==> src/hw/rtl/isa16_pkg.sv <==
// Shared types and constants for the isa16 execute unit
`timescale 1ns / 1ps
package isa16_pkg;
  localparam logic [4:0] OP_ADD  = 5'b00000;
  localparam logic [4:0] OP_SUB  = 5'b00001;
  localparam logic [4:0] OP_AND  = 5'b00010;
  localparam logic [4:0] OP_NOR  = 5'b00011;
  localparam logic [4:0] OP_DIV  = 5'b00100;
  localparam logic [4:0] OP_MUL  = 5'b00101;
  localparam logic [4:0] OP_MOD  = 5'b00110;
  localparam logic [4:0] OP_POW  = 5'b00111;
  localparam logic [4:0] OP_LW   = 5'b01000;
  localparam logic [4:0] OP_SW   = 5'b01001;
  localparam logic [4:0] OP_JR   = 5'b01100;
  localparam logic [4:0] OP_HALT = 5'b01101;
  localparam logic [4:0] OP_PUT  = 5'b01110;
  localparam logic [4:0] OP_LIZ  = 5'b10000;
  localparam logic [4:0] OP_LIS  = 5'b10001;
  localparam logic [4:0] OP_LUI  = 5'b10010;
  localparam logic [4:0] OP_JALR = 5'b10011;
  localparam logic [4:0] OP_BP   = 5'b10100;
  localparam logic [4:0] OP_BN   = 5'b10101;
  localparam logic [4:0] OP_BX   = 5'b10110;
  localparam logic [4:0] OP_BZ   = 5'b10111;
  localparam logic [4:0] OP_J    = 5'b11000;

  localparam logic [1:0] UOP_MUL = 2'd0;
  localparam logic [1:0] UOP_DIV = 2'd1;
  localparam logic [1:0] UOP_MOD = 2'd2;
  localparam logic [1:0] UOP_POW = 2'd3;

  typedef struct packed {
    logic        start;
    logic [1:0]  uop;
    logic [15:0] a;
    logic [15:0] b;
  } isa16_req_t;

  typedef struct packed {
    logic        done;
    logic [15:0] result;
  } isa16_rsp_t;

  typedef struct packed {
    logic [15:0] next_pc;
    logic        halted;
    logic        print_valid;
    logic [15:0] print_value;
    logic        divide_error;
  } isa16_res_t;
endpackage

==> src/hw/rtl/isa16_mdu.sv <==
// Iterative multiply, divide, modulo and power unit, one bit per cycle
`timescale 1ns / 1ps
module isa16_mdu (
  input  logic                  clk,
  input  logic                  rst,
  input  isa16_pkg::isa16_req_t req,
  output isa16_pkg::isa16_rsp_t rsp
);
  logic        busy;
  logic [4:0]  cnt;
  logic [1:0]  uop;
  logic [15:0] acc;
  logic [15:0] opb;
  logic [15:0] sq;
  logic [15:0] quo;
  logic [16:0] rem;
  logic        neg_q;
  logic        neg_r;
  logic        fin;
  logic [15:0] fin_val;
  logic [15:0] abs_a;
  logic [15:0] abs_b;
  logic [16:0] rem_sh;
  logic [16:0] rem_sub;
  logic [15:0] pmul;

  assign abs_a  = req.a[15] ? 16'(-req.a) : req.a;
  assign abs_b  = req.b[15] ? 16'(-req.b) : req.b;
  assign rem_sh = {rem[15:0], quo[15]};
  assign rem_sub = rem_sh - {1'b0, opb};

  always_comb begin
    pmul = '0;
    if (uop == isa16_pkg::UOP_MUL) begin
      pmul = opb[0] ? 16'(acc + sq) : acc;
    end else if (uop == isa16_pkg::UOP_POW) begin
      pmul = opb[0] ? 16'(acc * sq) : acc;
    end
  end

  always_ff @(posedge clk) begin
    fin <= 1'b0;
    if (rst) begin
      busy <= 1'b0;
      fin  <= 1'b0;
    end else if (req.start) begin
      busy <= 1'b1;
      cnt  <= '0;
      uop  <= req.uop;
      acc  <= (req.uop == isa16_pkg::UOP_POW) ? 16'd1 : 16'd0;
      sq   <= req.a;
      opb  <= req.b;
      if (req.uop == isa16_pkg::UOP_DIV || req.uop == isa16_pkg::UOP_MOD) begin
        quo <= abs_a;
        opb <= abs_b;
      end
      rem   <= '0;
      neg_q <= req.a[15] ^ req.b[15];
      neg_r <= req.a[15];
      if (req.uop == isa16_pkg::UOP_POW && req.b[15]) begin
        busy <= 1'b0;
        fin  <= 1'b1;
        fin_val <= (req.a == 16'd1) ? 16'd1 :
                   (req.a == 16'hFFFF) ? (req.b[0] ? 16'hFFFF : 16'd1) : 16'd0;
      end
    end else if (busy) begin
      cnt <= cnt + 5'd1;
      unique case (uop)
        isa16_pkg::UOP_MUL, isa16_pkg::UOP_POW: begin
          acc <= pmul;
          sq  <= (uop == isa16_pkg::UOP_MUL) ? {sq[14:0], 1'b0} : 16'(sq * sq);
          opb <= {1'b0, opb[15:1]};
          if (cnt == 5'd15) begin
            busy <= 1'b0;
            fin <= 1'b1;
            fin_val <= pmul;
          end
        end
        default: begin
          if (!rem_sub[16]) begin
            rem <= rem_sub;
            quo <= {quo[14:0], 1'b1};
          end else begin
            rem <= rem_sh;
            quo <= {quo[14:0], 1'b0};
          end
          if (cnt == 5'd15) begin
            busy <= 1'b0;
            fin <= 1'b1;
            if (uop == isa16_pkg::UOP_DIV) begin
              fin_val <= neg_q ? 16'(-{quo[14:0], !rem_sub[16]})
                               : {quo[14:0], !rem_sub[16]};
            end else begin
              fin_val <= neg_r ? 16'(-(rem_sub[16] ? rem_sh[15:0] : rem_sub[15:0]))
                               : (rem_sub[16] ? rem_sh[15:0] : rem_sub[15:0]);
            end
          end
        end
      endcase
    end
  end

  assign rsp.done   = fin;
  assign rsp.result = fin_val;
endmodule

==> config.mk <==
export PLATFORM = sky130hd
export DESIGN_NAME = isa16_mdu
export DESIGN_NICKNAME = d
export VERILOG_FILES = /design/src/hw/rtl/isa16_pkg.sv /design/src/hw/rtl/isa16_mdu.sv
export SDC_FILE = /design/constraint.sdc
export NUM_CORES = 1
export LEC_CHECK = 0
export BUFFER_PORTS_ARGS = -buffer_cell sky130_fd_sc_hd__buf_2
export CORE_MARGIN = 1.5
export CORE_UTILIZATION = 40
export DETAILED_ROUTE_END_ITERATION = 10
export SLEW_MARGIN = 10
export SYNTH_ARGS = -nofsm -noshare
export SYNTH_HDL_FRONTEND = slang
export SYNTH_SLANG_ARGS = --single-unit
export TNS_END_PERCENT = 50
==> constraint.sdc <==
create_clock -name clk -period 5.5 [get_ports clk]
set_input_delay 0.275 -clock clk [delete_from_list [all_inputs] [get_ports clk]]
set_output_delay 0.275 -clock clk [all_outputs]
set_load 0.005 [all_outputs]
==> impl_metrics.toml <==
[clock_tree]
cts_inserted_buffers = 9
cts.sinks = 107
cts_tree = "built"
clockBufferDepth = 2
cts-htree-levels = 3
cts-root-buf = "clkbuf_16"
clk_latency_ns = 0.37
clkSlewWorstSetupHoldPaths_ns = 0.08

[synthesis]
synth-adder-area-share = 0.310
synth_ff_type = "edfxtp_1"
synth-seq-cells = 107
synthMuxAreaShare = 0.0134
syn_area_per_cell_um2 = 8.81
ys.warnings.count = 0
async_flop_share = 0
synth-seq-area-share = 0.210
postSynthCellCount = 1729
synth-compound-area-share = 0.139
ys_types = 72
synthesis.area_um2 = 15200
synth_top_family_by_area = "adder cells"
synth_fp_nets = 2053
synth_edf_count = 105
synthSimpleGateAreaFrac = 0.170
synth-xor-area-share = 0.0764

[min_path]
hold_depth = 1
hp-class = "input port to flop"

[final_layout]
drive_above_1_share = 0.209
nets = 2239
fin_cells = 2431
final_common_cell = "inv_1"
utilization = 0.491
design_area_um2 = 18400
diodes = 0
fillers = 3497
synthToLayoutAreaGrowth_pct = 21.0
mostFrequentLayoutCells = "inv_1, nand2_1, buf_4, fa_1, nor2_1"
multi_input_area_um2 = 11500
regArea_um2 = 3190

[critical_path]
r2r_cells = 21
ff2ff_setup_slack_ns = -0.30
crit_type = "flop to flop"
cp.required_ns = 5.59
cp_max_fo = 7
critPathLaunchType = "flop"
end_kind = "flop"
worstPathArrival_ns = 5.89

[drt]
ant_nets = 0
drtIter0Drc = 980
drcViolationCount = 0
viasPerCell = 5.34
wl_um = 45000
wire_per_inst_um = 18.5
vias = 13000
firstDrtPassIters = 8

[timing]
skew_ns = 0.0104
finalSetupViolCount = 13
period_needed_ns = 5.80
relSlewSlack = 0.177
tightest_slew_ns = 1.23
max_freq_ghz = 0.172
grt_setup_unrepaired = "true"
setup_ws_ns = -0.298
holdWs_ns = 0.112
maxSlewViolCount = 0
period_share = 1.05
hold_violations = 0

[outcome]
violations = "setup timing"
status = "complete, but fails checks"

[floorplan]
core-area_um2 = 37600
rows = 71
start_util = 0.405
dieArea_um2 = 39300
pin_count = 54
die_w_um = 198
die-height_um = 198

[flow_run]
cap_violations = 0

[placement]
place.gp.congestion = 0.887
placed_cell_area_um2 = 17100
io_buffers = 53
place_hpwl_um = 35300
placedCellCount = 2374

[grt]
grt_overflow = 0
grt_usage = 0.236
grt_max_degree = 75
grt_first_pass_wirelength_um = 71600
grt_pass1_vias = 12900
antenna_found_initial = 0
[per-stage QoR]
| step | setup TNS, ns | setup slack, ns |
|---|---|---|
| after CTS | -2.18 | -0.332 |
| after detailed placement | -4.64 | -0.577 |
| after floorplan | -0.0615 | -0.0501 |
| final | -2.36 | -0.298 |
| after global routing | -5.26 | -0.519 |
| after global placement | -4.05 | -0.498 |
[area by class of cell]
type                    instances  share of cell area
multi-input cells            1292               0.622
inverters                     256              0.0521
clock buffers                   9              0.0122
flip-flops and latches        107               0.173
well taps                     511              0.0347
repair buffers                249               0.103
clock inverters                 7             0.00339
[path summary, 6_finish.rpt]
| path | startpoint | end |
|---|---|---|
| max | acc[6] | fin_val[13] |
| min reg2reg | quo[14] | quo[15] |
| min | req[33] | uop[1] |
| max reg2reg | acc[6] | fin_val[13] |
[timing repair]
item                       in CTS  in global routing
resized for setup              71                 95
pin swaps                      48                 66
hold buffers                    0                  0
setup buffers                  20                 22
cloned                          0                  0
setup endpoints to repair      16                 21
[critical path, cell delays in order (launching register included)]
cell and delay (ns):
edfxtp_1 0.52, and2_4 0.22, fa_1 0.52, inv_2 0.04, fa_1 0.53, fa_1 0.45, fa_1 0.54, inv_2 0.04
fa_1 0.47, inv_1 0.05, fa_1 0.49, inv_2 0.04, ha_4 0.29, nand3_2 0.11, o21ai_4 0.24, buf_6 0.13
nor2_4 0.03, xnor2_2 0.14, nor2b_2 0.15, o41ai_2 0.10, a31oi_1 0.27, o21ai_1 0.14
[Yosys cell counts (4+ instances only)]
cell,number,area share
inv_1,255,0.063
nand2_1,172,0.042
fa_1,151,0.20
nor2_1,137,0.034
ha_1,136,0.11
edfxtp_1,105,0.21
and2_1,89,0.037
xnor2_1,77,0.044
o21ai_0,72,0.024
a21oi_1,69,0.023
clkbuf_1,62,0.015
xor2_1,54,0.031
a21o_1,26,0.013
nor3_1,24,0.0079
o21a_1,23,0.011
nand2b_1,19,0.0078
mux2i_1,17,0.011
nand3_1,17,0.0056
nor2b_1,14,0.0057
o211ai_1,14,0.0069
and3_1,12,0.0049
o31ai_1,12,0.0059
or3_1,12,0.0049
a31oi_1,11,0.0045
o41ai_1,11,0.0063
nor4_1,10,0.0041
or4_1,9,0.0044
a211oi_1,8,0.0039
buf_2,7,0.0023
o21bai_1,7,0.0034
o221ai_1,7,0.0040
o22ai_1,6,0.0025
a211o_1,5,0.0029
nand4_1,5,0.0021
nor3b_1,5,0.0025
o31a_1,5,0.0029
a2111oi_0,4,0.0023
a221o_1,4,0.0026
buf_1,4,0.00099
or2_2,4,0.0016
[registers in the layout (all words and copies together) (netlist names)]
register,cells
acc,16
fin_val,16
opb,16
quo,16
rem,16
sq,16
cnt,5
uop,2
busy,1
fin,1
neg_q,1
neg_r,1
[kinds of logic after synthesis]
family,after synthesis
AO/OA/AOI/OAI,314
AND/OR/NAND/NOR,539
flip-flops,107
XOR/XNOR,132
buffers and inverters,330
adder cells (fa/ha/maj),287
multiplexers,20
[per-layer routing]
layer	GRT usage	vias to the layer above	part of all wire
met5	0	-	0
met4	0.0681	0	0.024
met3	0.0315	58	0.056
met2	0.370	394	0.46
met1	0.338	6400	0.46
li1	-	6138	-
Power is left out: the tool's default activity adds up to more than one toggle a clock period on the data nets, which glitch-free logic cannot reach.
